<file path="config.mk">
export PLATFORM = sky130hd
export DESIGN_NAME = satm_ram
export DESIGN_NICKNAME = d
export VERILOG_FILES = /design/src/hw/rtl/satm_ram.sv
export SDC_FILE = /design/constraint.sdc
export NUM_CORES = 1
export LEC_CHECK = 0
export BUFFER_PORTS_ARGS = -buffer_cell sky130_fd_sc_hd__buf_2
export CORE_MARGIN = 1
export CORE_UTILIZATION = 41
export DETAILED_ROUTE_END_ITERATION = 10
export GPL_TIMING_DRIVEN = 0
export PLACE_DENSITY = 0.67
export SYNTH_ARGS = -nofsm -noshare
export SYNTH_HDL_FRONTEND = slang
export SYNTH_SLANG_ARGS = --single-unit
</file>
<file path="constraint.sdc">
create_clock -name clk_i -period 3.7 [get_ports clk_i]
set_clock_uncertainty 0.05 [all_clocks]
set_input_delay 0.555 -clock clk_i [delete_from_list [all_inputs] [get_ports clk_i]]
set_output_delay 0.555 -clock clk_i [all_outputs]
set_load 0.03 [all_outputs]
</file>
<file path="src/hw/rtl/satm_ram.sv">
// ----------------------------------------------------------------------------
// satm_ram
// Generic single-port-write, single-port-read RAM with a registered read.
// ----------------------------------------------------------------------------
module satm_ram #(
  parameter int WIDTH = 8,
  parameter int DEPTH = 16,
  localparam int AddrW = (DEPTH > 1) ? $clog2(DEPTH) : 1
) (
  input  logic             clk_i,
  input  logic             we_i,
  input  logic [AddrW-1:0] waddr_i,
  input  logic [WIDTH-1:0] wdata_i,
  input  logic             re_i,
  input  logic [AddrW-1:0] raddr_i,
  output logic [WIDTH-1:0] rdata_o
);

  logic [WIDTH-1:0] mem_q [DEPTH];
  logic [WIDTH-1:0] rdata_q;

  always_ff @(posedge clk_i) begin
    if (we_i) begin
      mem_q[waddr_i] <= wdata_i;
    end
  end

  // Hold the read data until the next read.
  always_ff @(posedge clk_i) begin
    if (re_i) begin
      rdata_q <= mem_q[raddr_i];
    end
  end

  assign rdata_o = rdata_q;

endmodule

</file>
== Word-level counts from Yosys, hierarchy flattened ==
Memory sizes are Yosys's and may differ from the RTL's. A register that Yosys moved wholly into a read port is not among the register bits.
Cells that the tools add are included.
Cells by class
  magnitude comparators: 0
  divide/modulo/power cells: 0
  multiplexer cells: 2
  shift-type cells: 0
  equal/unequal tests: 0
  bitwise operators: 0
  add/subtract/negate cells: 0
  multipliers: 0
  reduce and logical (&&, ||, !) cells: 0
Operators with widths (count)
  2-to-1 mux 1 bit: 2
Word-level totals
  memories kept: 1
  memory bits (read-only): 0
  flip-flop bits (word level): 0
  bits of input ports: 19
  memory bits (writable): 128
  bits in latches: 0
  word-level logic and storage cells: 3
Memories
  mem_q: depth 16, width 8, read ports 1, clocked after Yosys merged registers in 1, wr ports 1, line 19  | logic [WIDTH-1:0] mem_q [DEPTH];

== Depth between registers and ports, before layout ==
Gate-level depths: netlist of run 1.
  depth after elaboration: 2
  mapped depth: 5
  gate-level depth less buffers: 3

== Worst setup path before layout of run 1 ==
No wires, ideal clock.
  path type: in2reg
  start point: input waddr_i[2]
  end point: memory mem_q[0][0] (enable)
  path buffers: 0
  cell stages on the path: 2
  setup time: 0.383 ns
  slack: 1.602 ns
  arrival: 1.665 ns
  data required time: 3.267 ns
  cell sequence: or3b_2 -> nor3_1
RTL lines
  start: declaration: line 12  | input logic [AddrW-1:0] waddr_i,
  end: declaration: line 19
No word-level cell before the write port.

== Worst setup path after layout of run 1 ==
  start point: input waddr_i[2]
  end point: memory mem_q[8][2] (enable)
No word-level cell before the write port.

==> results of run 1 <==
## per-stage QoR
stage,cells,power [uW],setup WS (ps),hold slack [ps],util (%)
2_1_floorplan,229,1880,1600,604,-
3_3_place_gp,422,1950,1050,687,45.6
3_5_place_dp,422,1950,1020,700,45.6
4_1_cts,453,3670,1450,429,50.5
5_1_grt,454,3750,1590,431,50.6
6_report,454,3660,1710,421,50.6
## cell type report
| type | instances | area share (%) |
|---|---|---|
| plain buffers | 10 | 1.40 |
| clock buffers | 19 | 7.01 |
| clock inverters | 12 | 2.84 |
| multi-input cells | 83 | 17.1 |
| flip-flops and latches | 136 | 66.1 |
| well taps | 168 | 3.40 |
| repair buffers | 26 | 2.15 |
## metal layers
| layer | vias to the layer above | part of all wire [%] |
|---|---|---|
| li1 | 1070 | - |
| met3 | 10 | 6.1 |
| met4 | 0 | 1.1 |
| met2 | 80 | 49 |
| met5 | - | 0 |
| met1 | 1252 | 44 |
## synth_stat cells
master           number
edfxtp_1            136
nor3_1                4
nor2_1               13
and2b_1               1
nor2b_1               1
mux4_2               18
buf_2                 3
clkdlybuf4s25_2       3
nand3b_1              2
nand3_1               1
a22oi_1              16
nand2b_1              2
buf_4                 1
or3b_2                1
mux4_1               14
nand2_1               9
and2_1                1
buf_6                 3
## cells by family (layout without fill, tap and decap cells)
logic type	count (synthesis)	after routing
buf+inv	10	67
flops	136	136
compound gates	16	16
mux	32	32
simple gates	35	35
## sequential cells by signal, indices dropped and copies added (netlist names)
name     cells
rdata_o      8
mem_q      128
## power groups by stage
stage	sequential [uW]	combinational, uW	clock, uW
floorplan	1790	87.6	0
global placement	1770	174	0
detailed placement	1780	176	0
CTS	1740	178	1750
global route	1750	190	1810
finish	1740	176	1740
## worst max-delay path by stage
stage	end	cells past startpoint	slack, ps
after global routing	mem_q[8][3]$_DFFE_PP_	3	1590
after CTS	mem_q[0][5]$_DFFE_PP_	3	1450
after global placement	mem_q[0][4]$_DFFE_PP_	3	1050
after floorplan	mem_q[0][0]$_DFFE_PP_	2	1600
after detailed placement	mem_q[0][7]$_DFFE_PP_	3	1020
final	mem_q[8][2]$_DFFE_PP_	3	1710
==> key figures, run 1 <==
Synthesis
  – Synth cell types: 18
  – Compound-cell area share of the yosys netlist: 2.30%
  – Synth Area in Adders: 0%
  – FF+latch count, synth: 136
  – Xor/xnor share of the synthesized area: 0%
  – Syn nets: 248
  – Synth top area share: 78.1%
  – Synth Area in Simple Gates: 3.14%
  – Seq/Total Area, Yosys: 78.1%
  – Post-synthesis cell area: 0.00523 mm2
  – Top cells by area, synth: edfxtp_1 78%, mux4_2 7.8%, mux4_1 7.0%
  – Combinational family with the most area after synthesis: multiplexers
  – Synth Area per Inst: 22.8 um2
  – Post-Syn Instances: 229
  – Total number of yosys warnings: 0
  – Post-synthesis mux area share: 14.8%
  – Yosys top cell by area: edfxtp_1

Drt
  – Detailed Routing Iterations Pass 1: 5
  – Post-route ant nets: 0
  – DR vias: 2412
  – Initial DRC Count: 151
  – Routed len/inst: 21.9 um
  – Routed WL: 9930 um
  – DR vias/cell: 5.31
  – Drt drc: 0

Cells and area
  – Area of the multi-input gates: 0.00106 mm2
  – Register area: 0.00408 mm2
  – Fillcell total: 970
  – Final nets: 293
  – Most common cell after layout, fill and taps aside: edfxtp_1
  – Most frequent cells in the layout: 136 x edfxtp_1, 28 x buf_2, 18 x mux4_2
  – Antenna fix cells: 0
  – Design area: 0.00618 mm2
  – Layout cells sized above 1: 29.0%
  – Area Overhead vs Synth: 18.2%

Clocking
  – CTS hold repair buffers: 0
  – TritonCTS Buffers: 17
  – Root Driver: clkbuf_16
  – CTS tree: yes
  – CTS clk-pin slew, worst paths: 60 ps
  – Max clock buf depth: 2
  – Clock sink total: 136
  – Setup Buffers After CTS: 0
  – Clk Latency, worst-skew pair: 420 ps
  – CTS resizes: 0
  – H-tree levels: 4

Global routing
  – Tot GR Track Use: 16.7%
  – Vias in the first global route: 2498
  – Largest net degree at the start of global routing: 17
  – Met2 GRT Util: 26.0%
  – Antenna violations before repair: 0
  – Global route hottest layer: met2
  – Met1 Use GR: 22.6%
  – Gr ovfl total: 0
  – M3 GR Usage: 4.53%
  – First-pass GRT wire length: 14900 um

Hold path
  – Worst Hold Launch: re_i
  – Hold Path Sink: rdata_o[1]$_DFFE_PP_
  – Min-Delay Path Class: in2reg
  – Hold-critical path depth: 1

Pwr
  – Clock share of power: 47.5%
  – Leak: 0.00205 uW
  – VDD IR-drop max: 0.000316 V
  – Cell internal pwr: 2930 uW
  – Pwr dens: 592 mW/mm2
  – Comb pwr share: 4.8%
  – Sw frac: 20.0%
  – Sequential Power Share: 47.7%
  – Switch Pwr: 731 uW

Die
  – Rows: 40
  – Die W: 115 um
  – Initial Util: 42.8%
  – DIE AREA: 0.0132 mm2
  – Core area: 0.0122 mm2
  – Die Span Y: 115 um
  – I/O pin cnt: 27

Timing
  – Setup TNS: 0 ps
  – Final slew viol count: 0
  – Hold Vio Cnt, Final: 0
  – Max Clk Rate: 503 MHz
  – RSZ-0062 raised after global routing: no
  – Final period util: 53.8%
  – Worst Max-Slew Pin Slew: 1290 ps
  – Max_slew headroom: 13.5%
  – Final setup viols: 0
  – Min Tclk post-route: 1990 ps

Place
  – Detailed placer's ending HPWL: 6060 um
  – IO buf count: 25
  – Placed Area: 0.00556 mm2
  – RePlAce Congestion: 0.697

Critical path
  – Buf/Inv on CP: 1
  – Slowest stage cell, crit path: nor3_1
  – Critical path origin: waddr_i[2]
  – Critical R2R Launch: mem_q[2][0]$_DFFE_PP_
  – CP max stage delay: 1030 ps
  – Worst R2R Path Depth: 3
  – Worst setup EP type: flip-flop
  – Setup slack, reg-to-reg: 2070 ps
  – Arr. time, crit path: 1960 ps
  – Max FO, Critical Path: 8
  – Cell Chain, Critical Path: buf_2, nand3b_1, nor3_1
  – CP top delay family: simple AND/OR/NAND/NOR gates
  – Required time worst endpoint: 3670 ps
  – Crit path launch type: input port
  – Crit Path Class: in2reg
  – RR Endpoint: rdata_o[0]$_DFFE_PP_

Job
  – Maxcap violations: 0

Outcome
  – Status: finished, final reports clean
Note: power is estimated with default switching activity, not from simulation.
==> run 2: changes to the inputs <==
Settings changed: ABC_AREA from default to 1.
Clock period 3.7 ns to 1.98 ns, I/O delays scaled along.
==> run 2 against run 1 <==
- register-to-register slack got worse by 1300 ps
- first-iteration DRC count grew to 3.4 times the previous value
- core utilization decreased by 1.8 points
- clock power grew 81%
- count of clock-buffer cells in the layout fell by 1
- sequential share of layout area down 5.8 points
- critical path depth unchanged
- via count increased by 65%
- die area grew 12%
- critical path type unchanged
- combinational power rose to 2.5 times the previous value
- highest routed layer unchanged
==> key figures, run 2 <==
Outcome
  – Status: finished, final reports clean

Synthesis
  – Top FF cell, synth: edfxtp_1
  – FF+latch count, synth: 136
  – Seq/Total Area, Yosys: 69.8%
  – Yosys top cell by area: edfxtp_1
  – Synth Area per Inst: 10.6 um2
  – Post-synth EDFFs: 136
  – Most common cell in the netlist: nand2_1
  – Top cells by area, synth: edfxtp_1 70%, nand2_1 11%, nand3_1 8.3%
  – Post-Syn Instances: 551
  – Post-synthesis cell area: 0.00585 mm2
  – Synth top area share: 69.8%
  – Share of flip-flops with an asynchronous set or reset: 0%
  – Syn nets: 570
  – Total number of yosys warnings: 0
  – Synth cell types: 11
  – Top cells by count, synth: 173 x nand2_1, 136 x edfxtp_1, 100 x inv_1, 97 x nand3_1, 17 x nor2_1

Timing
  – Final period util: 72.5%
  – Max Clk Rate: 696 MHz
  – Final slew viol count: 0
  – Worst Max-Slew Pin Slew: 916 ps
  – Setup TNS: 0 ps
  – Max_slew headroom: 38.7%
  – Final setup viols: 0
  – Min Tclk post-route: 1440 ps
  – RSZ-0062 raised after global routing: no
  – Hold Vio Cnt, Final: 0

Global routing
  – Vias in the first global route: 3860
  – Largest net degree at the start of global routing: 17
  – Antenna violations before repair: 0
  – Tot GR Track Use: 20.8%
  – Gr ovfl total: 0
  – First-pass GRT wire length: 21900 um

Hold path
  – Min-Delay Path Class: in2reg
  – Worst Hold Launch: re_i

Drt
  – DR vias/cell: 5.06
  – Post-route ant nets: 0
  – Detailed Routing Iterations Pass 1: 5
  – Routed WL: 14200 um
  – Initial DRC Count: 512
  – Drt drc: 0
  – Routed len/inst: 18.0 um
  – DR vias: 3977

Critical path
  – Worst setup EP type: flip-flop
  – Crit path capture: mem_q[7][0]$_DFFE_PP_
  – Arr. time, crit path: 1430 ps
  – Max FO, Critical Path: 8
  – RR Endpoint: rdata_o[7]$_DFFE_PP_
  – Crit path launch type: input port
  – Worst R2R Path Depth: 6
  – Required time worst endpoint: 1970 ps
  – Setup slack, reg-to-reg: 750 ps
  – Critical path origin: waddr_i[3]
  – Critical R2R Launch: mem_q[8][7]$_DFFE_PP_
  – Crit Path Class: in2reg

Cells and area
  – Largest register FFs: 128
  – Most frequent cells in the layout: 173 x nand2_1, 136 x edfxtp_1, 100 x inv_1
  – Most flops, register: mem_q
  – Area Overhead vs Synth: 15.9%
  – Layout cells sized above 1: 12.5%
  – Most common cell after layout, fill and taps aside: nand2_1
  – Final nets: 612
  – Antenna fix cells: 0

Clocking
  – Clk Latency, worst-skew pair: 420 ps
  – Clock sink total: 136
  – Root Driver: clkbuf_16
  – Max clock buf depth: 2
  – H-tree levels: 4
  – TritonCTS Buffers: 17
  – CTS tree: yes
  – CTS clk-pin slew, worst paths: 60 ps
  – CTS resizes: 0
  – Setup Buffers After CTS: 0
  – CTS hold repair buffers: 0

Place
  – IO buf count: 23
  – RePlAce Congestion: 0.848
  – Detailed placer's ending HPWL: 9030 um

Pwr
  – VDD IR-drop max: 0.000669 V
  – Pwr dens: 1010 mW/mm2
  – Leak: 0.00291 uW
  – Tot Pwr: 6860 uW

Die
  – Core area: 0.0139 mm2
  – I/O pin cnt: 27
  – Die W: 121 um
  – Initial Util: 42.1%
  – Rows: 43
  – DIE AREA: 0.0147 mm2
  – Die Span Y: 121 um

Job
  – Maxcap violations: 0
run 2: cell count changes in the layout (fill, tap and decap cells not counted), sizes merged, moves of 15 or more:
cell	before	now
a22oi	16	0
buf	32	47
inv	2	102
mux4	32	0
nand2	9	173
nand3	1	97
run 2: how the worst min path moves through the flow:
stage,to,slack (ps),cells past startpoint
floorplan,mem_q[0][0]$_DFFE_PP_,350,0
global placement,rdata_o[2]$_DFFE_PP_,580,1
detailed placement,rdata_o[3]$_DFFE_PP_,590,1
CTS,rdata_o[2]$_DFFE_PP_,170,1
global route,rdata_o[2]$_DFFE_PP_,180,1
finish,rdata_o[1]$_DFFE_PP_,160,1
run 2: cell families (layout without fill, tap and decap cells):
family | Yosys count | in the layout | synth area share [%]
buf+inv | 126 | 181 | 9.39
flops | 136 | 136 | 69.8
simple gates | 289 | 289 | 20.8
run 2: routing by layer:
metal / GRT usage (%) / up-vias / share of wire (%)
met5: 0 / - / 0
met4: 8.56 / 0 / 2.7
met3: 4.65 / 24 / 7.5
met2: 32.1 / 175 / 46
met1: 28.4 / 1911 / 44
li1: - / 1867 / -
run 2: layout make-up:
cell class | instances | area [um2]
flip-flops and latches | 136 | 4080
repair buffers | 23 | 115
fillers | 1232 | 7110
inverters | 102 | 383
multi-input cells | 289 | 1210
plain buffers | 24 | 166
clock inverters | 14 | 158
clock buffers | 18 | 429
well taps | 180 | 225
run 2: per-stage QoR:
step	setup WS, ps	instance area (um2)	instances	util [%]	hold WS [ps]
after detailed placement	119	6190	754	44.6	593
after floorplan	682	5850	551	-	346
after global placement	150	6190	754	44.6	577
after global routing	480	6770	786	48.8	181
final	544	6770	786	48.8	162
after CTS	555	6770	786	48.8	167
run 2: worst max-delay path, cell delays in order:
cell,delay [ps]
buf_2,120
nand3b_1,280
nor2_1,720
run 2: power breakdown:
| group | leakage (uW) | switching, uW | internal, uW |
|---|---|---|---|
| clock network | 0.000282 | 1190 | 1960 |
| logic | 0.00139 | 324 | 121 |
| registers | 0.00124 | 15.4 | 3240 |
| total | 0.00291 | 1530 | 5330 |
