<file path="src/hw/rtl/satm_pkg.sv">
// ----------------------------------------------------------------------------
// satm_pkg
// Shared types and constants of the set-associative cache tag model unit.
// ----------------------------------------------------------------------------
package satm_pkg;

  // Default geometry handed to the top level parameters.
  localparam int NumSetsDef = 16;
  localparam int NumWaysDef = 4;

  // Address width of the modeled machine; address_bits above it is clipped.
  localparam int AddrWidthC = 32;

  // Widths of the request and result fields.
  localparam int AddrW  = 32;
  localparam int TagW   = 32;
  localparam int CountW = 16;
  localparam int StampW = 32;
  localparam int TotalW = 32;
  localparam int CycleW = 48;

  // Widths of the configuration registers.
  localparam int CfgIdxW   = 3;
  localparam int CfgDataW  = 10;
  localparam int WaysCfgW  = 3;
  localparam int OffCfgW   = 4;
  localparam int IdxCfgW   = 3;
  localparam int AbitCfgW  = 6;
  localparam int HitTimeW  = 8;
  localparam int PenaltyW  = 10;

  // Width of the raw set index before it is folded into the set range.
  localparam int RawSetW = (1 << IdxCfgW) - 1;

  typedef enum logic [CfgIdxW-1:0] {
    CfgPolicyLfu   = 3'd0,
    CfgWaysInUse   = 3'd1,
    CfgOffsetBits  = 3'd2,
    CfgIndexBits   = 3'd3,
    CfgAddressBits = 3'd4,
    CfgHitTime     = 3'd5,
    CfgMissPenalty = 3'd6
  } satm_cfg_idx_e;

  // One way of a set row as held in the line memory.
  typedef struct packed {
    logic              valid;
    logic [TagW-1:0]   tag;
    logic [CountW-1:0] count;
    logic [StampW-1:0] stamp;
  } satm_line_t;

endpackage

</file>
<file path="src/hw/rtl/satm_select.sv">
// ----------------------------------------------------------------------------
// satm_select
// Pick the way of a set row: the hit way, else the first free way, else the
// LRU or LFU victim through a compare tree.
// ----------------------------------------------------------------------------
module satm_select #(
  parameter int NUM_WAYS = satm_pkg::NumWaysDef,
  localparam int WayW = (NUM_WAYS > 1) ? $clog2(NUM_WAYS) : 1
) (
  input  satm_pkg::satm_line_t [NUM_WAYS-1:0] row_i,
  input  logic [satm_pkg::TagW-1:0]            tag_i,
  input  logic [satm_pkg::WaysCfgW-1:0]        ways_in_use_i,
  input  logic                                 policy_lfu_i,
  output logic                                 hit_o,
  output logic [WayW-1:0]                      way_o
);

  import satm_pkg::*;

  localparam int TreeN = 1 << $clog2(NUM_WAYS);

  logic [NUM_WAYS-1:0] in_use;
  logic                hit_any;
  logic [WayW-1:0]     hit_way;
  logic                free_any;
  logic [WayW-1:0]     free_way;
  logic                node_en  [1:2*TreeN-1];
  logic [StampW-1:0]   node_key [1:2*TreeN-1];
  logic [WayW-1:0]     node_idx [1:2*TreeN-1];

  always_comb begin
    for (int w = 0; w < NUM_WAYS; w++) begin
      in_use[w] = (w == 0) || (32'(w) < 32'(ways_in_use_i));
    end
  end

  // Lowest matching way and lowest free way: scan downward so the lowest wins.
  always_comb begin
    hit_any  = 1'b0;
    hit_way  = '0;
    free_any = 1'b0;
    free_way = '0;
    for (int w = NUM_WAYS - 1; w >= 0; w--) begin
      if (in_use[w] && row_i[w].valid && (row_i[w].tag == tag_i)) begin
        hit_any = 1'b1;
        hit_way = WayW'(w);
      end
      if (in_use[w] && !row_i[w].valid) begin
        free_any = 1'b1;
        free_way = WayW'(w);
      end
    end
  end

  // Minimum tree; the lower-numbered side wins ties.
  always_comb begin
    for (int w = 0; w < TreeN; w++) begin
      if (w < NUM_WAYS) begin
        node_en[TreeN+w]  = in_use[w];
        node_key[TreeN+w] = policy_lfu_i ? StampW'(row_i[w].count) : row_i[w].stamp;
        node_idx[TreeN+w] = WayW'(w);
      end else begin
        node_en[TreeN+w]  = 1'b0;
        node_key[TreeN+w] = '0;
        node_idx[TreeN+w] = '0;
      end
    end
    for (int i = TreeN - 1; i >= 1; i--) begin
      if (node_en[2*i] && (!node_en[2*i+1] || (node_key[2*i] <= node_key[2*i+1]))) begin
        node_en[i]  = 1'b1;
        node_key[i] = node_key[2*i];
        node_idx[i] = node_idx[2*i];
      end else begin
        node_en[i]  = node_en[2*i+1];
        node_key[i] = node_key[2*i+1];
        node_idx[i] = node_idx[2*i+1];
      end
    end
  end

  assign hit_o = hit_any;

  always_comb begin
    priority if (hit_any) begin
      way_o = hit_way;
    end else if (free_any) begin
      way_o = free_way;
    end else begin
      way_o = node_idx[1];
    end
  end

endmodule

</file>
<file path="config.mk">
export PLATFORM = sky130hd
export DESIGN_NAME = satm_select
export DESIGN_NICKNAME = d
export VERILOG_FILES = /design/src/hw/rtl/satm_pkg.sv /design/src/hw/rtl/satm_select.sv
export SDC_FILE = /design/constraint.sdc
export NUM_CORES = 1
export LEC_CHECK = 0
export ABC_AREA = 1
export BUFFER_PORTS_ARGS = -buffer_cell sky130_fd_sc_hd__buf_4
export CAP_MARGIN = 20
export CORE_AREA = 2 2 140 142
export DETAILED_ROUTE_END_ITERATION = 12
export DIE_AREA = 0 0 142 144
export PLACE_DENSITY = 0.7
export SYNTH_ARGS = -nofsm -noshare
export SYNTH_HDL_FRONTEND = slang
export SYNTH_SLANG_ARGS = --single-unit
</file>
<file path="constraint.sdc">
create_clock -name vclk -period 7.35
set_input_delay 0.735 -clock vclk [all_inputs]
set_output_delay 0.735 -clock vclk [all_outputs]
set_load 0.005 [all_outputs]
</file>
Word level (Yosys, flattened, before mapping)
Cells that the tools add are included.

Word-level logic and storage cells: 60. Output and inout bits: 3. Bits of input ports: 360. Register bits: 0.

$lt $le $gt $ge: 6. Multiplexer cells: 29. Equal/unequal tests: 4. Reductions and logical operators: 21.

Operators with widths (count): two-way mux 32 bit (6); == test 32 bit (4); less-or-equal comparator 32 bit (3); two-way mux 2 bit (11); logical AND 1 bit (12); two-way mux 1 bit (12); zero test 1 bit (6); less-than comparator 2 x 3 -> 1 bit, first input constant (2); logical OR 1 bit (3); less-than comparator 1 x 3 -> 1 bit, first input constant (1).

Depth between registers and ports, before layout
Gate-level depths: netlist of run 1.

Word-level depth: 11. Depth in mapped cells: 40.

Worst setup path before layout of run 1
Ideal clock, no wire load.

Kind: input port to output port. Start: input policy_lfu_i. End: output way_o[0]. Buffers on the path: 4. Arrival: 3.908 ns. Setup slack: 2.707 ns. Stages on the path: 28. Data required time: 6.615 ns. Path through: clkbuf_1 -> buf_2 -> buf_2 -> nor2_1 -> ha_1 -> a21oi_1 -> nor2_1 -> nor3_1 -> nand2_1 -> a21oi_1 -> nand2_1 -> nand2_2 -> nand2_4 -> buf_6 -> nand2_1 -> o21ai_2 -> ha_1 -> nand2_1 -> nor2_1 -> nand2_1 -> nor3_1 -> nand2_1 -> a21oi_1 -> nand2_1 -> nand3_1 -> nand2_1 -> nand2_1 -> nand2_1.

Longest elaborated chain between the ends: 11. Elaborated cells between the ends (all ways): 22.

RTL lines: from (decl) (RTL line satm_select.sv:13) `input logic policy_lfu_i,`; two-way mux 32 bit (RTL line satm_select.sv:60) `node_key[TreeN+w] = policy_lfu_i ? StampW'(row_i[w].count) : row_i[w].stamp;`; less-or-equal comparator 32 bit (RTL line satm_select.sv:69) `if (node_en[2*i] && (!node_en[2*i+1] || (node_key[2*i] <= node_key[2*i+1]))) begin`; logical OR 1 bit (RTL line satm_select.sv:69); logical AND 1 bit (RTL line satm_select.sv:69); two-way mux 32 bit / two-way mux 1 bit (equally long branches) (RTL line satm_select.sv:69); less-or-equal comparator 32 bit / zero test 1 bit (equally long branches) (RTL line satm_select.sv:69); logical OR 1 bit (RTL line satm_select.sv:69); logical AND 1 bit (RTL line satm_select.sv:69); two-way mux 2 bit (*) (RTL line satm_select.sv:69); two-way mux 2 bit (*) (RTL line satm_select.sv:86) `end else if (free_any) begin`; two-way mux 2 bit (*) (RTL line satm_select.sv:84) `priority if (hit_any) begin`; to (decl) (RTL line satm_select.sv:15) `output logic [WayW-1:0] way_o`.

Mark *: on every way between the ends. The rest lies on a longest branch, timed or not.

Worst setup path in the final report of run 1
Same ends and word-level chain as after synthesis.

==> results by group, run 1 <==
Job
  – Maxcap violations: 0

Detailed routing
  – DR vias/cell: a little over 5
  – WL/cell: 17.1 um
  – Final ANT Viol Nets: 0
  – DRT Pass-1 Iters: 5
  – WL final: 31,600 um
  – Routed via count: roughly 9,500
  – DRC: 0
  – DRT iter0 DRCs: 650

Cells and area
  – Clock Buffer Count: 0
  – Sequential cell count: 0
  – Layout cells sized above 1: 0.274
  – FF+latch area: 0 sq um
  – Post-route cell area: 9810 sq um
  – Synthesis-to-layout area growth: 40.7%
  – Antenna diode instance count: 0
  – Most frequent cells in the layout: nand2_1, buf_4, nor2_1
  – Final non-filler cell total: roughly 1,900
  – Number of nets in the layout: between 2,000 and 2,500
  – Commonest non-fill, non-tap cell in the layout: nand2_1

Power
  – PD cells: slightly above 70 nW/um^2
  – Leak Pwr: roughly 5.6 nW
  – Power, Total: just over 0.0007 W
  – Peak supply drop: approximately 0.027 mV

Critical path
  – Crit end category: output pin
  – Max FO, Critical Path: 52
  – Crit path buffers/inverters: 6
  – CP startpoint kind: primary input
  – CP max stage delay: between 0.4 and 0.5 ns
  – Worst Path Arrival: 5.37 ns
  – Crit path kind: primary input to output pin
  – Required @ worst endpoint: approximately 6.6 ns
  – CP max-delay cell: inv_2
  – Crit-path most repeated cell: nand2_1
  – Cell family with the largest share of critical-path delay: simple AND/OR/NAND/NOR gates

Floorplanning
  – Die footprint: approximately 20,000 sq um
  – Number of top-level pins: roughly 360
  – Rows: between 50 and 60
  – Core area: 19,100 sq um
  – Chip height: approximately 140 um
  – Starting Density: 0.366
  – Die Width: 142 um

STA
  – RSZ-0062 raised after global routing: false
  – Least-Margin Pin Slew: around 0.85 ns
  – Fmax achieved: roughly 160 MHz
  – Max Transition Viols Final: 0
  – # setup viols final: 0
  – Hold Violations, Final: 0
  – Setup_tns: 0 ns
  – Worst slew margin: 0.417
  – Hold slack: 1.94 ns
  – Fin crit share: 0.831
  – Fin crit period: 6.10 ns

Status
  – Status: finished clean

Logic synthesis
  – Mapped Area: ~7000 sq um
  – Cells after synthesis: ~1,300
  – Mean Syn Cell Area: roughly 5.4 sq um
  – Netlist cell types: 39
  – Sequential share of the synthesized area: 0
  – YS warnings: 0
  – Syn nets: around 1,700

GRT
  – Grt met3 use: 0.0474
  – First-pass GRT wire length: ~46,000 um
  – Tot GR Track Use: 0.288
  – Most Crowded Layer GR: met2
  – Pin count of the biggest net entering global routing: 72
  – Met2 Track Usage GR: 0.481
  – Grt ovf: 0
  – Initial antenna violation count: 0
  – Routing usage on met1: 0.390
  – Vias in the first global route: approximately 8,600

Clock tree
  – CTS Hold Bufs: 0
  – Post-CTS setup buffer count: 0
  – Resized Gates After CTS: 0

Placed design
  – Port bufs: between 300 and 400
  – DP Area: 9810 sq um
  – Placed Cells: ~1,900
  – GPL Wtd Cong: between 1 and 1.5
  – Final HPWL DP: between 20,000 and 30,000 um

Hold path
  – Hold Path Class: primary input to output pin
==> layer usage <==
metal	part of all wire	vias up	wire (um)
li1	-	4863	-
met1	0.43	4142	13600
met2	0.45	428	14300
met3	0.091	45	2890
met4	0.025	0	796
met5	0	-	0
==> layout make-up <==
cell class	instances	area (sq um)
inverters	142	533
multi-input cells	1107	6220
repair buffers	367	2770
fillers	2076	9270
well taps	238	298
==> cell usage after synthesis, drive strengths merged <==
cell,n,area [sq um]
ha,96,1200
or3b,1,8.76
xnor2,33,289
a21o,1,7.51
clkbuf,10,37.5
o2111ai,3,26.3
nand2,441,1670
mux2i,32,320
a22o,1,8.76
nand4,44,275
inv,142,533
a21oi,51,255
nor2,158,598
nand3b,6,45.0
o21ai,84,541
nor4,19,134
nor3,19,105
nand2b,1,6.26
nand3,48,245
o22ai,2,12.5
nor3b,4,30.0
or2,43,269
buf,22,191
xor2,13,114
o21a,6,45.0
a2111oi,1,8.76
==> metrics by stage <==
stage | worst slack [ns] | utilization
after floorplan | 2.71 | -
after global placement | 1.37 | 0.514
after detailed placement | 1.27 | 0.514
after CTS | 1.25 | 0.514
after global routing | 0.600 | 0.514
final | 1.25 | 0.514
==> report_power, final <==
part / internal (W) / switching [W] / leakage [nW]
registers: 0 / 0 / 0
logic: 0.000316 / 0.000393 / 5.55
clock network: 0 / 0 / 0
total: 0.000316 / 0.000393 / 5.55
==> final timing paths <==
kind          from  endpoint  slack, ns  cells after the start
min      row_i[80]  way_o[0]       1.94                      6
max   policy_lfu_i  way_o[0]       1.25                     30
==> cell families after synthesis <==
| group | share of synthesized area |
|---|---|
| multiplexers | 0.0459 |
| XOR/XNOR | 0.0578 |
| AND/OR/NAND/NOR | 0.485 |
| buffers and inverters | 0.109 |
| adder cells (fa/ha/maj) | 0.172 |
| AO/OA/AOI/OAI | 0.130 |
==> tightest hold or removal path, delay by kind of cell <==
kind	cells	cell delay [ns]
buf+inv	2	0.24
simple gates	4	0.23
No activity file was read; power rests on OpenSTA's default activity.
==> run 2: changes to the inputs <==
==> constraint.sdc (replaced) <==
create_clock -name vclk -period 6
set_input_delay 0.6 -clock vclk [all_inputs]
set_output_delay 0.6 -clock vclk [all_outputs]
set_load 0.005 [all_outputs]
==> results by group, run 2 (synthesis results as in run 1) <==
Clock tree
  – CTS Hold Bufs: 0 (unchanged)
  – Post-CTS setup buffer count: 0 (unchanged)
  – Resized Gates After CTS: 0 (unchanged)

Cells and area
  – Most frequent cells in the layout: nand2_1, buf_4, nor2_1
  – Fillers: 2,034 (-2.0%)
  – Synthesis-to-layout area growth: 41.5%
  – Clock Buffer Count: 0 (unchanged)
  – FF+latch area: 0 sq um (unchanged)
  – Final non-filler cell total: 1,855 (+0.054%)
  – Sequential cell count: 0 (unchanged)
  – Number of nets in the layout: 2,075 (+0.048%)
  – Final Core Density: 0.517 (+0.00302)
  – Antenna diode instance count: 0 (unchanged)
  – Layout cells sized above 1: 0.274 (+0.000449)
  – Commonest non-fill, non-tap cell in the layout: nand2_1

GRT
  – Initial antenna violation count: 0 (unchanged)
  – Pin count of the biggest net entering global routing: 49 (-32%)
  – Grt ovf: 0 (unchanged)
  – First-pass GRT wire length: 45,900 um (+0.67%)
  – Tot GR Track Use: 0.288 (about the same)
  – Vias in the first global route: 8,858 (+2.6%)

Detailed routing
  – WL final: 31,500 um (-0.54%)
  – WL/cell: 17.0 um (-0.59%)
  – DR vias/cell: 5.16 (+0.97%)
  – Final ANT Viol Nets: 0 (unchanged)
  – DRT iter0 DRCs: 791 (+22%)
  – Routed via count: 9,575 (+1.0%)
  – DRT Pass-1 Iters: 5 (unchanged)
  – DRC: 0 (unchanged)

Power
  – Power, Total: 0.000876 W (+24%)
  – PD cells: 88.7 nW/um^2 (+23%)
  – Peak supply drop: 0.0325 mV (+18%)
  – Leak Pwr: 5.58 nW (+0.43%)

STA
  – Fmax achieved: approximately 190 MHz
  – Hold Violations, Final: 0 (unchanged)
  – Max Transition Viols Final: 0 (unchanged)
  – Fin crit share: 0.898
  – RSZ-0062 raised after global routing: false
  – Fin crit period: 5.39 ns
  – Hold slack: 1.66 ns (-0.274 ns)
  – Setup_tns: 0 ns (unchanged)
  – Worst slew margin: 0.466 (+0.0488)
  – # setup viols final: 0 (unchanged)
  – Least-Margin Pin Slew: 0.781 ns (-0.0714 ns)

Critical path
  – Crit path kind: primary input to output pin
  – Crit-path most repeated cell: nand2_1
  – Worst Path Arrival: 4.79 ns (-0.58 ns)
  – CP max-delay cell: mux2i_1
  – CP max stage delay: 0.36 ns (-0.13 ns)
  – Worst Setup EP: way_o[0]
  – Max FO, Critical Path: 40 (-23%)
  – Crit end category: output pin
  – Setup crit start: policy_lfu_i
  – Required @ worst endpoint: 5.40 ns (-1.21 ns)
  – CP startpoint kind: primary input

Placed design
  – Placed Cells: 1,855 (+0.054%)
  – GPL Wtd Cong: 1.05 (+0.71%)
  – Final HPWL DP: 28,300 um (-1.1%)
  – Port bufs: 363 (unchanged)

Status
  – Status: finished clean

Job
  – Maxcap violations: 0 (unchanged)

Hold path
  – Hold Path Class: primary input to output pin

Floorplanning
  – Rows: 51 (unchanged)
  – Chip height: 144 um (unchanged)
  – Starting Density: 0.366 (unchanged)
  – Core area: 19,100 sq um (unchanged)
  – Number of top-level pins: 363 (unchanged)
  – Die Width: 142 um (unchanged)
  – Die footprint: 20,400 sq um (unchanged)
[run 2: through the flow]
stage / cell area [sq um] / setup WS, ns
after floorplan: 6980 / 1.63
after global placement: 9870 / 0.777
after detailed placement: 9870 / 0.622
after CTS: 9870 / 0.616
after global routing: 9870 / 0.106
final: 9870 / 0.615
[run 2: worst min-delay path by stage]
stage | from | endpoint | slack, ns | cells after the start
6_report | row_i[80] | way_o[0] | 1.66 | 6
5_1_grt | row_i[80] | way_o[0] | 1.71 | 6
4_1_cts | row_i[80] | way_o[0] | 1.66 | 6
3_5_place_dp | row_i[80] | way_o[0] | 1.66 | 6
3_3_place_gp | row_i[80] | way_o[0] | 1.64 | 6
2_1_floorplan | row_i[80] | way_o[0] | 1.38 | 4
[run 2: layout make-up]
class                      instances  area, sq um  area share
timing repair buffer             368         2830       0.286
tap                              238          298      0.0302
inverter                         142          533      0.0540
multi-input combinational       1107         6220       0.630
[run 2: worst max-delay path: cells and delay by family]
family,cells,cell delay [ns]
buf+inv,5,1.01
compound gates,4,0.56
simple gates,18,1.63
mux,1,0.36
fa+ha+maj,2,0.61
[run 2: routing by layer]
metal | wire length, um | GRT usage | up-vias
li1 | - | - | 4864
met4 | 636 | 0.0516 | 0
met3 | 3330 | 0.0755 | 40
met1 | 12900 | 0.364 | 4235
met5 | 0 | 0 | -
met2 | 14600 | 0.498 | 436
[run 2: power by group]
part	total [W]	switching [W]	internal, W
clock network	0	0	0
registers	0	0	0
logic	0.000876	0.000483	0.000393
