File: config.mk
export PLATFORM = sky130hd
export DESIGN_NAME = satm_decode
export DESIGN_NICKNAME = d
export VERILOG_FILES = /design/src/hw/rtl/satm_pkg.sv /design/src/hw/rtl/satm_decode.sv
export SDC_FILE = /design/constraint.sdc
export NUM_CORES = 1
export LEC_CHECK = 0
export BUFFER_PORTS_ARGS = -buffer_cell sky130_fd_sc_hd__clkbuf_2
export CAP_MARGIN = 15
export CORE_MARGIN = 2
export CORE_UTILIZATION = 55
export DETAILED_ROUTE_END_ITERATION = 7
export PLACE_DENSITY_LB_ADDON = 0.05
export SYNTH_ARGS = -nofsm -noshare
export SYNTH_HDL_FRONTEND = slang
export SYNTH_SLANG_ARGS = --single-unit
File: constraint.sdc
create_clock -name vclk -period 11.8
set_clock_uncertainty 0.05 [all_clocks]
set_input_delay 3.54 -clock vclk [all_inputs]
set_output_delay 3.54 -clock vclk [all_outputs]
set_load 0.01 [all_outputs]
File: src/hw/rtl/satm_pkg.sv
// ----------------------------------------------------------------------------
// satm_pkg
// Shared types and constants of the set-associative cache tag model unit.
// ----------------------------------------------------------------------------
package satm_pkg;

  // Default geometry handed to the top level parameters.
  localparam int NumSetsDef = 16;
  localparam int NumWaysDef = 4;

  // Address width of the modeled machine; address_bits above it is clipped.
  localparam int AddrWidthC = 32;

  // Widths of the request and result fields.
  localparam int AddrW  = 32;
  localparam int TagW   = 32;
  localparam int CountW = 16;
  localparam int StampW = 32;
  localparam int TotalW = 32;
  localparam int CycleW = 48;

  // Widths of the configuration registers.
  localparam int CfgIdxW   = 3;
  localparam int CfgDataW  = 10;
  localparam int WaysCfgW  = 3;
  localparam int OffCfgW   = 4;
  localparam int IdxCfgW   = 3;
  localparam int AbitCfgW  = 6;
  localparam int HitTimeW  = 8;
  localparam int PenaltyW  = 10;

  // Width of the raw set index before it is folded into the set range.
  localparam int RawSetW = (1 << IdxCfgW) - 1;

  typedef enum logic [CfgIdxW-1:0] {
    CfgPolicyLfu   = 3'd0,
    CfgWaysInUse   = 3'd1,
    CfgOffsetBits  = 3'd2,
    CfgIndexBits   = 3'd3,
    CfgAddressBits = 3'd4,
    CfgHitTime     = 3'd5,
    CfgMissPenalty = 3'd6
  } satm_cfg_idx_e;

  // One way of a set row as held in the line memory.
  typedef struct packed {
    logic              valid;
    logic [TagW-1:0]   tag;
    logic [CountW-1:0] count;
    logic [StampW-1:0] stamp;
  } satm_line_t;

endpackage

File: src/hw/rtl/satm_decode.sv
// ----------------------------------------------------------------------------
// satm_decode
// Split a request address into set index and tag under the current config.
// ----------------------------------------------------------------------------
module satm_decode #(
  parameter int NUM_SETS = satm_pkg::NumSetsDef,
  localparam int SetW = (NUM_SETS > 1) ? $clog2(NUM_SETS) : 1
) (
  input  logic [satm_pkg::AddrW-1:0]    addr_i,
  input  logic [satm_pkg::OffCfgW-1:0]  offset_bits_i,
  input  logic [satm_pkg::IdxCfgW-1:0]  index_bits_i,
  input  logic [satm_pkg::AbitCfgW-1:0] address_bits_i,
  output logic [SetW-1:0]               set_o,
  output logic [satm_pkg::TagW-1:0]     tag_o
);

  import satm_pkg::*;

  logic [AddrW-1:0]   masked;
  logic [AddrW-1:0]   shifted;
  logic [RawSetW-1:0] raw_set;
  logic [4:0]         tag_shift;
  logic [31:0]        rem;

  // Drop address bits at and above the active address width.
  always_comb begin
    for (int j = 0; j < AddrW; j++) begin
      masked[j] = addr_i[j] & (AbitCfgW'(j) < address_bits_i) & (j < AddrWidthC);
    end
  end

  assign shifted   = masked >> offset_bits_i;
  assign raw_set   = shifted[RawSetW-1:0] & ~({RawSetW{1'b1}} << index_bits_i);
  assign tag_shift = 5'(offset_bits_i) + 5'(index_bits_i);
  assign tag_o     = TagW'(masked >> tag_shift);

  // Fold the raw set into range: restoring reduction, one shifted set count per step.
  always_comb begin
    rem = 32'(raw_set);
    for (int k = RawSetW - 1; k >= 0; k--) begin
      if (rem >= 32'(NUM_SETS << k)) begin
        rem = rem - 32'(NUM_SETS << k);
      end
    end
  end

  assign set_o = SetW'(rem);

endmodule

== After elaboration in Yosys (flattened, before gate mapping) ==
Cells that the tools add are included.
Word-level totals
  bits in registers: 0
  output and inout bits: 36
Operators by class
  $add $sub $neg: 4
  order comparisons: 35
  shift operators: 3
  mux-type cells: 3
  bitwise operators: 34
Operators by type and width (count)
  $lt 5x6->1 const A: 16
  $mux 32: 2
  $lt 4x6->1 const A: 8
  $and 1x1->1: 32
  $ge 32x5->1 const B: 1
  $ge 32x6->1 const B: 1
  $shr 32x4->7: 1
  $shr 32x5->32: 1
  $sub 32x6->32 const B: 1
  $lt 3x6->1 const A: 4
  $lt 1x6->1 const A: 2
  $lt 2x6->1 const A: 2
  $sub 7x7->8 const B: 1
  $and 7x7->7: 1
  $ge 7x7->1 const B: 1
  $not 7->7: 1
  $shl 7x3->7 const A: 1
  $add 4x3->5: 1
  $mux 4: 1
  $sub 4x1->4 const B: 1

== Logic depth before layout (Yosys ltp) ==
Gate-level depths: netlist (run 1).
  word-level depth: 10
  mapped depth: 10
  depth with buffers taken out: 8

== Worst setup path after synthesis (run 1) ==
No wires, ideal clock.
  path kind: input to output
  start: in offset_bits_i[0] (netlist name)
  end: out tag_o[0] (netlist name)
  data arrival time: 5.870 ns
  required time: 8.210 ns
  setup slack: 2.340 ns
  cell stages on the path: 10
  buffers on the path: 2
  cells stage by stage: ha_1 fa_1 buf_2 buf_1 nand2_1 a21oi_1 nor3_1 o311ai_0 o31ai_1 a211oi_1
Between the ends
  cells in the longest elaborated chain, start to end: 2
RTL lines
  start: declaration: line satm_decode.sv:10  | input logic [satm_pkg::OffCfgW-1:0] offset_bits_i,
  $add 4x3->5: line satm_decode.sv:34  | assign tag_shift = 5'(offset_bits_i) + 5'(index_bits_i);
  $shr 32x5->32: line satm_decode.sv:35  | assign tag_o = TagW'(masked >> tag_shift);
  end: declaration: line satm_decode.sv:14  | output logic [satm_pkg::TagW-1:0] tag_o
Every way passes these cells.

== Worst setup path in the final report (run 1) ==
  start: in offset_bits_i[0] (netlist name)
  end: out tag_o[1] (netlist name)
Same word-level chain as after synthesis.

==> qor.log, run 1 <==
[run_status] outcome finished, final reports clean
[floorplan] Initial Util 56.62%
[sta] slew at the pin closest to its max-slew limit 1.036 ns
[synth] Synthesized Nets 509
[synth] adder-cell share of the synthesized area 2.167%
[pwr] power density over the cells 84.98 nW/um2
[sta] Final Slew Violations 0
[synth] main combinational cell family by area after synthesis compound AO/OA/AOI/OAI gates
[worst_setup_path] Setup crit end kind output port
[pwr] P_leak 1.395 nW
[sta] tightest slew margin relative to the limit 30.70%
[finish] fillers 529
[finish] Inserted Diodes 0
[placed_design] setup slack at placement 1.181 ns
[finish] number of clock-tree buffers in the layout 0
[sta] time the worst path needs with I/O delays and setup 10.67 ns
[cts] buffers inserted by post-CTS timing repair 0
[floorplan] Top Ports 81
[flow_run] count of maximum capacitance violations 0
[sta] highest clock frequency the design can meet 93.76 MHz
[sta] count of final setup violators 0
[floorplan] horizontal die dimension 79.30 um
[finish] register area 0 um2
[sta] setup repair after global routing missed its margin no
[sta] Period Utilization, post-route 90.39%
[synth] post-synthesis compound-gate area fraction 41.01%
[floorplan] Die Area 6288 um2
[detailed_routing] total wire length after detailed routing 11830 um
[worst_setup_path] Critical Path AT 7.08 ns
[placed_design] final estimated routing congestion in global placement 0.9954
[synth] total of warnings raised by yosys 0
[pwr] worst vdd rail ir drop 0.00004553 V
[cts] number of gates resized after CTS 0
[worst_setup_path] crit-path most repeated cell sky130_fd_sc_hd__clkbuf_2
[sta] final sum of negative setup slack 0 ns
[synth] synthesized instance count 460
[detailed_routing] length of the first detailed-routing pass in iterations 8
[grt] via count of the first global-routing pass 3552
[floorplan] core area 5507 um2
[synth] Netlist cell types 78
[synth] Yosys top cell by area sky130_fd_sc_hd__mux4_2
[synth] synthesized-area fraction occupied by xor and xnor cells 1.124%
[worst_setup_path] Crit-path slowest cell sky130_fd_sc_hd__mux4_2
[worst_setup_path] critical path cell sequence clkbuf_2 > ha_1 > fa_1 > buf_4 > inv_1 > a2111oi_2 > nor2_1 > mux4_2 > and2_1 > nor3_2 > clkbuf_2
[cts] hold buffers post-CTS 0
[synth] synthesized-area fraction occupied by and/or/nand/nor cells 27.41%
[detailed_routing] Avg WL per Cell 20.61 um
[sta] final worst slack 1.134 ns
[placed_design] area after detailed placement 3441 um2
[placed_design] count of buffers inserted at the top-level ports 81
[finish] FF+latch count 0
[hold_path] class of the worst hold path primary input to output port
[grt] first-pass GRT wire length 18470 um
[detailed_routing] via count 4075
[worst_setup_path] CP Launch Type primary input
[finish] number of nets in the finished design 553
[worst_setup_path] required time of the critical path 8.21 ns
[worst_setup_path] delay of the slowest critical-path stage 0.49 ns
[grt] global routing usage summed across all routing layers 36.92%
[sta] final hold violations 0
[synth] most area-consuming cells after synthesis sky130_fd_sc_hd__mux4_2 (10%), sky130_fd_sc_hd__mux2i_1 (7.7%), sky130_fd_sc_hd__nor2_1 (6.1%)
[floorplan] Std-Cell Rows 27
[floorplan] chip height 79.30 um
[synth] register area share after synthesis 0%
[detailed_routing] via density per instance 7.099
[pwr] overall power of the completed layout 292.4 uW
[finish] post-layout instance count excluding filler cells 574
[placed_design] half-perimeter wire length after placement 9134 um
[detailed_routing] number of remaining DRC errors 0
[grt] initial antenna violation count 0
[finish] layout cells sized above 1 25.50%
[worst_setup_path] Critical Setup Path Class primary input to output port
[synth] combined area of all synthesized cells 3118 um2
[placed_design] Placed Instances 574
[detailed_routing] count of nets left with antenna violations after detail routing 0
[detailed_routing] initial drt markers 425
[synth] multiplexer share of the synthesized area 18.90%
[finish] layout overhead on the synthesized area 10.35%
[synth] portion of synthesized cell area occupied by the leading cell type 10.11%
[worst_setup_path] maximum net fanout on the critical path 40
[finish] summed area of non-filler cells in the final layout 3441 um2
[grt] maximum number of pins on one net before global-route repair 41
[synth] average cell area after synthesis 6.778 um2
[grt] GRT Residual Overflow 0
final cells by class:
type / instances / area (um2) / area share (%)
multi-input combinational: 399 / 2833 / 82.33
timing repair buffer: 89 / 465.4 / 13.53
tap: 72 / 90.09 / 2.618
inverter: 14 / 52.55 / 1.527
through the flow:
stage          hold WS (ns)  util, %
3_5_place_dp          7.392    62.49
6_report              7.392    62.49
4_1_cts               7.393    62.49
2_1_floorplan         7.141        -
3_3_place_gp          7.390    62.49
5_1_grt               7.409    62.49
placed cells by master (no fill, tap or decap), types with 3 or more instances in the layout:
master,synthesis,routed
sky130_fd_sc_hd__clkbuf_2,0,81
sky130_fd_sc_hd__nor2_1,51,51
sky130_fd_sc_hd__nand2_1,44,44
sky130_fd_sc_hd__mux2i_1,24,24
sky130_fd_sc_hd__a21oi_1,22,22
sky130_fd_sc_hd__o21ai_0,22,22
sky130_fd_sc_hd__a211oi_1,19,19
sky130_fd_sc_hd__nor3_1,18,18
sky130_fd_sc_hd__mux4_2,14,14
sky130_fd_sc_hd__inv_1,13,13
sky130_fd_sc_hd__nand3_1,13,13
sky130_fd_sc_hd__o21ai_1,10,10
sky130_fd_sc_hd__o22ai_1,10,10
sky130_fd_sc_hd__o211ai_1,9,9
sky130_fd_sc_hd__o21a_1,9,9
sky130_fd_sc_hd__nand2b_1,8,8
sky130_fd_sc_hd__buf_4,8,8
sky130_fd_sc_hd__a31oi_1,7,7
sky130_fd_sc_hd__o221ai_1,5,5
sky130_fd_sc_hd__o31ai_1,5,5
sky130_fd_sc_hd__a2111oi_0,5,5
sky130_fd_sc_hd__o31a_1,5,5
sky130_fd_sc_hd__or3_1,4,4
sky130_fd_sc_hd__and2_1,4,4
sky130_fd_sc_hd__o311ai_0,4,4
sky130_fd_sc_hd__nand4_1,3,3
sky130_fd_sc_hd__nor3b_1,3,3
sky130_fd_sc_hd__a211oi_2,3,3
sky130_fd_sc_hd__a211o_1,3,3
sky130_fd_sc_hd__and3_1,3,3
sky130_fd_sc_hd__mux2_2,3,3
sky130_fd_sc_hd__a222oi_1,3,3
sky130_fd_sc_hd__or2_1,3,3
sky130_fd_sc_hd__nor2b_1,3,3
sky130_fd_sc_hd__ha_1,3,3
where the power goes:
group / internal, mW / switching (mW)
logic: 0.113 / 0.180
registers: 0 / 0
clock network: 0 / 0
total: 0.113 / 0.180
cell usage after synthesis (all sizes together) (6+ instances only):
master	n
nor2	52
nand2	44
o21ai	34
buf	26
mux2i	24
a21oi	23
a211oi	22
clkbuf	21
nor3	20
mux4	14
nand3	14
inv	13
o22ai	10
o211ai	9
o21a	9
nand2b	8
a31oi	7
or2	7
a2111oi	6
path summary, 6_finish.rpt:
check,from,to,slack (ns),cells past startpoint
hold / removal,index_bits_i[2],set_o[3],7.39,3
setup / recovery,offset_bits_i[0],tag_o[1],1.13,11
layer usage:
layer / GRT usage, % / vias up / part of all wire, %
met5: 0 / - / 0
met4: 10.52 / 0 / 3.7
met3: 4.545 / 38 / 11
met1: 52.66 / 1902 / 42
li1: - / 1873 / -
met2: 58.22 / 262 / 44
worst max-delay path: cells and delay by family:
kind / cells / cell delay (ns)
AOI/OAI and AO/OA: 1 / 0.45
adders and majority gates: 2 / 0.84
buffers and inverters: 4 / 1.26
muxes: 1 / 0.49
and+or+nand+nor: 3 / 0.48
kinds of logic (layout without fill, tap and decap cells):
logic type / after synthesis / count (layout)
muxes: 41 / 41
xor gates and xnor gates: 4 / 4
buffers and inverters: 61 / 103
and+or+nand+nor: 174 / 174
AOI/OAI and AO/OA: 175 / 175
adders and majority gates: 5 / 5
Note: power is estimated with default switching activity, not from simulation.
==> run 2, diff against run 1 <==
CORE_UTILIZATION = 51   (was 55)
clock period = 9.8 ns   (was 11.8 ns; I/O delays follow)
==> qor.log, run 2 (synthesis gave the netlist of run 1 again) <==
[finish] fillers 597
[sta] Period Utilization, post-route 88.82%
[detailed_routing] Avg WL per Cell 20.49 um
[sta] Final Slew Violations 0
[finish] register area 0 um2
[sta] final hold violations 0
[worst_setup_path] Setup crit start offset_bits_i[0]
[finish] number of nets in the finished design 554
[worst_setup_path] endpoint of the most critical setup path tag_o[6]
[finish] Inserted Diodes 0
[detailed_routing] number of remaining DRC errors 0
[finish] layout overhead on the synthesized area 10.71%
[run_status] outcome finished, final reports clean
[placed_design] count of buffers inserted at the top-level ports 81
[worst_setup_path] delay of the slowest critical-path stage 0.53 ns
[floorplan] horizontal die dimension 82.19 um
[grt] global routing usage summed across all routing layers 35.33%
[sta] slew at the pin closest to its max-slew limit 0.9029 ns
[finish] number of clock-tree buffers in the layout 0
[cts] hold buffers post-CTS 0
[floorplan] Std-Cell Rows 28
[finish] FF+latch count 0
[floorplan] core area 5921 um2
[worst_setup_path] Critical Path AT 5.71 ns
[sta] tightest slew margin relative to the limit 38.25%
[placed_design] area after detailed placement 3452 um2
[floorplan] Top Ports 81
[finish] most common cell after layout, fill and taps aside sky130_fd_sc_hd__clkbuf_2
[worst_setup_path] Setup crit end kind output port
[placed_design] half-perimeter wire length after placement 9093 um
[detailed_routing] via density per instance 6.933
[sta] final sum of negative setup slack 0 ns
[sta] time the worst path needs with I/O delays and setup 8.704 ns
[cts] buffers inserted by post-CTS timing repair 0
[worst_setup_path] critical path cell sequence clkbuf_2 > ha_1 > fa_1 > buf_4 > mux2i_1 > a311oi_1 > nor2_1 > a31oi_1 > mux2i_1 > a222oi_1 > clkbuf_2
[pwr] worst vdd rail ir drop 0.00006750 V
[sta] setup repair after global routing missed its margin no
[worst_setup_path] CP Launch Type primary input
[floorplan] Initial Util 52.66%
[detailed_routing] count of nets left with antenna violations after detail routing 0
[floorplan] Die Area 6755 um2
[sta] count of final setup violators 0
[pwr] power density over the cells 101.2 nW/um2
[hold_path] class of the worst hold path primary input to output port
[finish] layout cells sized above 1 25.65%
[finish] post-layout instance count excluding filler cells 578
[worst_setup_path] Critical Setup Path Class primary input to output port
[finish] leading cell types in the layout, fill and taps excluded sky130_fd_sc_hd__clkbuf_2 (81), sky130_fd_sc_hd__nor2_1 (51), sky130_fd_sc_hd__nand2_1 (44)
[grt] first-pass GRT wire length 18560 um
[grt] maximum number of pins on one net before global-route repair 42
[grt] GRT Residual Overflow 0
[detailed_routing] via count 4007
[detailed_routing] initial drt markers 429
[sta] highest clock frequency the design can meet 114.9 MHz
[floorplan] chip height 82.19 um
[worst_setup_path] required time of the critical path 6.81 ns
[grt] initial antenna violation count 0
[pwr] overall power of the completed layout 349.3 uW
[hold_path] Hold Crit Start index_bits_i[2]
[placed_design] Placed Instances 578
[placed_design] final estimated routing congestion in global placement 0.9471
[worst_setup_path] Crit-path slowest cell sky130_fd_sc_hd__fa_1
[pwr] P_leak 1.400 nW
[worst_setup_path] maximum net fanout on the critical path 39
[grt] via count of the first global-routing pass 3579
[detailed_routing] length of the first detailed-routing pass in iterations 7
[detailed_routing] total wire length after detailed routing 11850 um
[cts] number of gates resized after CTS 0
[finish] summed area of non-filler cells in the final layout 3452 um2
[flow_run] count of maximum capacitance violations 0
==> run 2: critical path, delay by kind of cell <==
| family | cells | cell delay, ns |
|---|---|---|
| multiplexers | 2 | 0.27 |
| adder cells (fa/ha/maj) | 2 | 0.75 |
| AND/OR/NAND/NOR | 1 | 0.12 |
| AO/OA/AOI/OAI | 3 | 0.97 |
| buffers and inverters | 3 | 0.65 |
==> run 2: stage by stage <==
step / util (%) / hold WS (ns) / setup slack (ns)
4_1_cts: 58.31 / 6.201 / 1.167
2_1_floorplan: - / 5.941 / 1.540
6_report: 58.31 / 6.204 / 1.096
3_5_place_dp: 58.31 / 6.200 / 1.190
5_1_grt: 58.31 / 6.224 / 0.8976
3_3_place_gp: 58.31 / 6.191 / 1.192
==> run 2: power breakdown <==
group          total [mW]  internal [mW]  switching (mW)
registers               0              0               0
logic               0.349          0.136           0.214
clock network           0              0               0
==> run 2: how the worst min path moves through the flow <==
| stage | to | slack [ns] | cells past startpoint |
|---|---|---|---|
| 2_1_floorplan | set_o[3] | 5.94 | 1 |
| 3_3_place_gp | set_o[3] | 6.19 | 3 |
| 3_5_place_dp | set_o[3] | 6.20 | 3 |
| 4_1_cts | set_o[3] | 6.20 | 3 |
| 5_1_grt | set_o[3] | 6.22 | 3 |
| 6_report | set_o[3] | 6.20 | 3 |
==> run 2: final cells by class <==
| type | instances | area (um2) | area share [%] |
|---|---|---|---|
| Inverter | 14 | 52.55 | 1.522 |
| Multi-Input combinational cell | 399 | 2833 | 82.06 |
| Tap cell | 75 | 93.84 | 2.718 |
| Timing Repair Buffer | 90 | 473.0 | 13.70 |
==> run 2: per-layer routing <==
metal  global-route usage, %  up-vias  routed length [um]
li1                        -     1875                   -
met1                   50.13     1871                5003
met2                   55.48      231                5391
met3                   4.783       30                1090
met4                   10.33        0                 361
met5                       0        -                   0
==> run 3, diff against run 2 <==
TNS_END_PERCENT = 100   (was unset)
clock period = 7.1 ns   (was 9.8 ns; I/O delays follow)
==> qor.log, run 3 (synthesis gave the netlist of run 1 again) <==
[pwr] part of the power in combinational logic 100.0%
[flow_run] count of maximum capacitance violations 0
[sta] final sum of negative setup slack 0 ns
[worst_setup_path] Critical Path AT 4.81 ns
[sta] count of final setup violators 0
[sta] time the worst path needs with I/O delays and setup 6.994 ns
[detailed_routing] initial drt markers 525
[pwr] power spent charging and discharging nets 301.6 uW
[floorplan] Top Ports 81
[floorplan] Die Area 6755 um2
[worst_setup_path] delay of the slowest critical-path stage 0.52 ns
[worst_setup_path] required time of the critical path 4.92 ns
[pwr] internal power component 205.1 uW
[finish] Inserted Diodes 0
[grt] met2 Use GR 57.58%
[detailed_routing] total wire length after detailed routing 12100 um
[grt] met1 usage in global routing 48.87%
[hold_path] class of the worst hold path primary input to output port
[finish] most common cell after layout, fill and taps aside sky130_fd_sc_hd__clkbuf_2
[detailed_routing] via density per instance 6.988
[floorplan] horizontal die dimension 82.19 um
[finish] final cell utilization of the core 61.07%
[worst_setup_path] Crit-path slowest cell sky130_fd_sc_hd__fa_1
[detailed_routing] length of the first detailed-routing pass in iterations 5
[finish] layout cells sized above 1 28.13%
[floorplan] chip height 82.19 um
[grt] via count of the first global-routing pass 3658
[pwr] fraction of power spent switching nets 59.53%
[hold_path] number of cells on the worst hold path 3
[sta] Final Slew Violations 0
[floorplan] Std-Cell Rows 28
[placed_design] final estimated routing congestion in global placement 1.057
[finish] register area 0 um2
[detailed_routing] Avg WL per Cell 20.38 um
[sta] final worst slack 0.1058 ns
[worst_setup_path] Setup crit end kind output port
[sta] final hold violations 0
[worst_setup_path] maximum net fanout on the critical path 39
[placed_design] area after detailed placement 3610 um2
[grt] maximum number of pins on one net before global-route repair 40
[hold_path] worst hold path endpoint set_o[3]
[finish] summed area of non-filler cells in the final layout 3616 um2
[grt] initial antenna violation count 0
[grt] GRT Residual Overflow 0
[grt] layer carrying the most global-route usage met2
[sta] slew at the pin closest to its max-slew limit 0.8086 ns
[placed_design] setup slack at placement 0.2284 ns
[worst_setup_path] critical path cell sequence clkbuf_2 > ha_1 > fa_1 > buf_12 > a211oi_1 > nor2_1 > mux4_2 > and2_1 > nor3_2 > clkbuf_2
[sta] highest clock frequency the design can meet 143.0 MHz
[cts] buffers inserted by post-CTS timing repair 0
[grt] global routing usage summed across all routing layers 35.87%
[finish] number of nets in the finished design 570
[pwr] Clock power frac 0%
[finish] layout overhead on the synthesized area 15.97%
[run_status] outcome finished, final reports clean
[hold_path] Hold Crit Start index_bits_i[2]
[grt] met3 demand-to-capacity share in global routing 5.326%
[sta] Period Utilization, post-route 98.51%
[grt] first-pass GRT wire length 18800 um
[finish] number of clock-tree buffers in the layout 0
[pwr] Reg power frac 0%
[floorplan] core area 5921 um2
[finish] fillers 599
[detailed_routing] via count 4151
[placed_design] half-perimeter wire length after placement 9637 um
[sta] tightest slew margin relative to the limit 45.98%
[floorplan] Initial Util 52.66%
[pwr] worst vdd rail ir drop 0.00008831 V
[pwr] power density over the cells 140.1 nW/um2
[sta] setup repair after global routing missed its margin no
[detailed_routing] count of nets left with antenna violations after detail routing 0
[pwr] overall power of the completed layout 506.6 uW
[finish] leading cell types in the layout, fill and taps excluded sky130_fd_sc_hd__clkbuf_2 (81), sky130_fd_sc_hd__nor2_1 (51), sky130_fd_sc_hd__nand2_1 (44)
[worst_setup_path] CP Launch Type primary input
[finish] FF+latch count 0
[worst_setup_path] Critical Setup Path Class primary input to output port
[placed_design] count of buffers inserted at the top-level ports 81
[detailed_routing] number of remaining DRC errors 0
[worst_setup_path] crit-path most repeated cell sky130_fd_sc_hd__clkbuf_2
[pwr] P_leak 1.492 nW
==> run 3: changes by cell type in the layout (fill, tap and decap cells not counted) <==
| cell | delta |
|---|---|
| sky130_fd_sc_hd__buf_4 | +13 |
| sky130_fd_sc_hd__a311oi_1 | -1 |
| sky130_fd_sc_hd__a311oi_2 | +1 |
| sky130_fd_sc_hd__buf_12 | +3 |
==> run 3: per-layer routing <==
metal  part of all wire, %  wire [um]
met1                    41       4969
met2                    45       5495
met3                   9.8       1191
met4                   3.7        446
met5                     0          0
==> run 3: final cells by class <==
class / instances / area (um2) / share of cell area (%)
timing repair buffer: 106 / 630.6 / 17.44
inverter: 14 / 52.55 / 1.453
multi-input combinational: 399 / 2839 / 78.51
tap: 75 / 93.84 / 2.595
==> run 3: worst max-delay path: cells and delay by family <==
family | cells | cell delay, ns
AND/OR/NAND/NOR | 3 | 0.54
AO/OA/AOI/OAI | 1 | 0.44
buffers and inverters | 3 | 0.48
adder cells (fa/ha/maj) | 2 | 0.72
multiplexers | 1 | 0.48
==> run 3: how the worst max path moves through the flow <==
stage	from	to	slack (ns)	cells past startpoint
after global placement	offset_bits_i[0]	tag_o[6]	0.24	11
after floorplan	offset_bits_i[0]	tag_o[0]	0.46	10
after detailed placement	index_bits_i[0]	tag_o[6]	0.23	11
final	index_bits_i[0]	tag_o[1]	0.11	10
after CTS	offset_bits_i[0]	tag_o[1]	0.21	10
after global routing	index_bits_i[0]	tag_o[3]	0.01	12
==> run 3: timing repair <==
item | in CTS | in global routing
hold buffers | 0 | 0
endpoints found under the setup margin | 0 | 1
resized for setup | 0 | 1
==> run 3: power groups by stage <==
stage / registers, mW / clock network [mW] / logic, mW
detailed placement: 0 / 0 / 0.493
finish: 0 / 0 / 0.507
floorplan: 0 / 0 / 0.333
global placement: 0 / 0 / 0.490
global route: 0 / 0 / 0.547
CTS: 0 / 0 / 0.495
==> run 3: through the flow <==
step,hold slack [ns],std cells
after global placement,4.571,594
after floorplan,4.321,460
after detailed placement,4.575,594
after CTS,4.578,594
final,4.575,594
after global routing,4.591,594
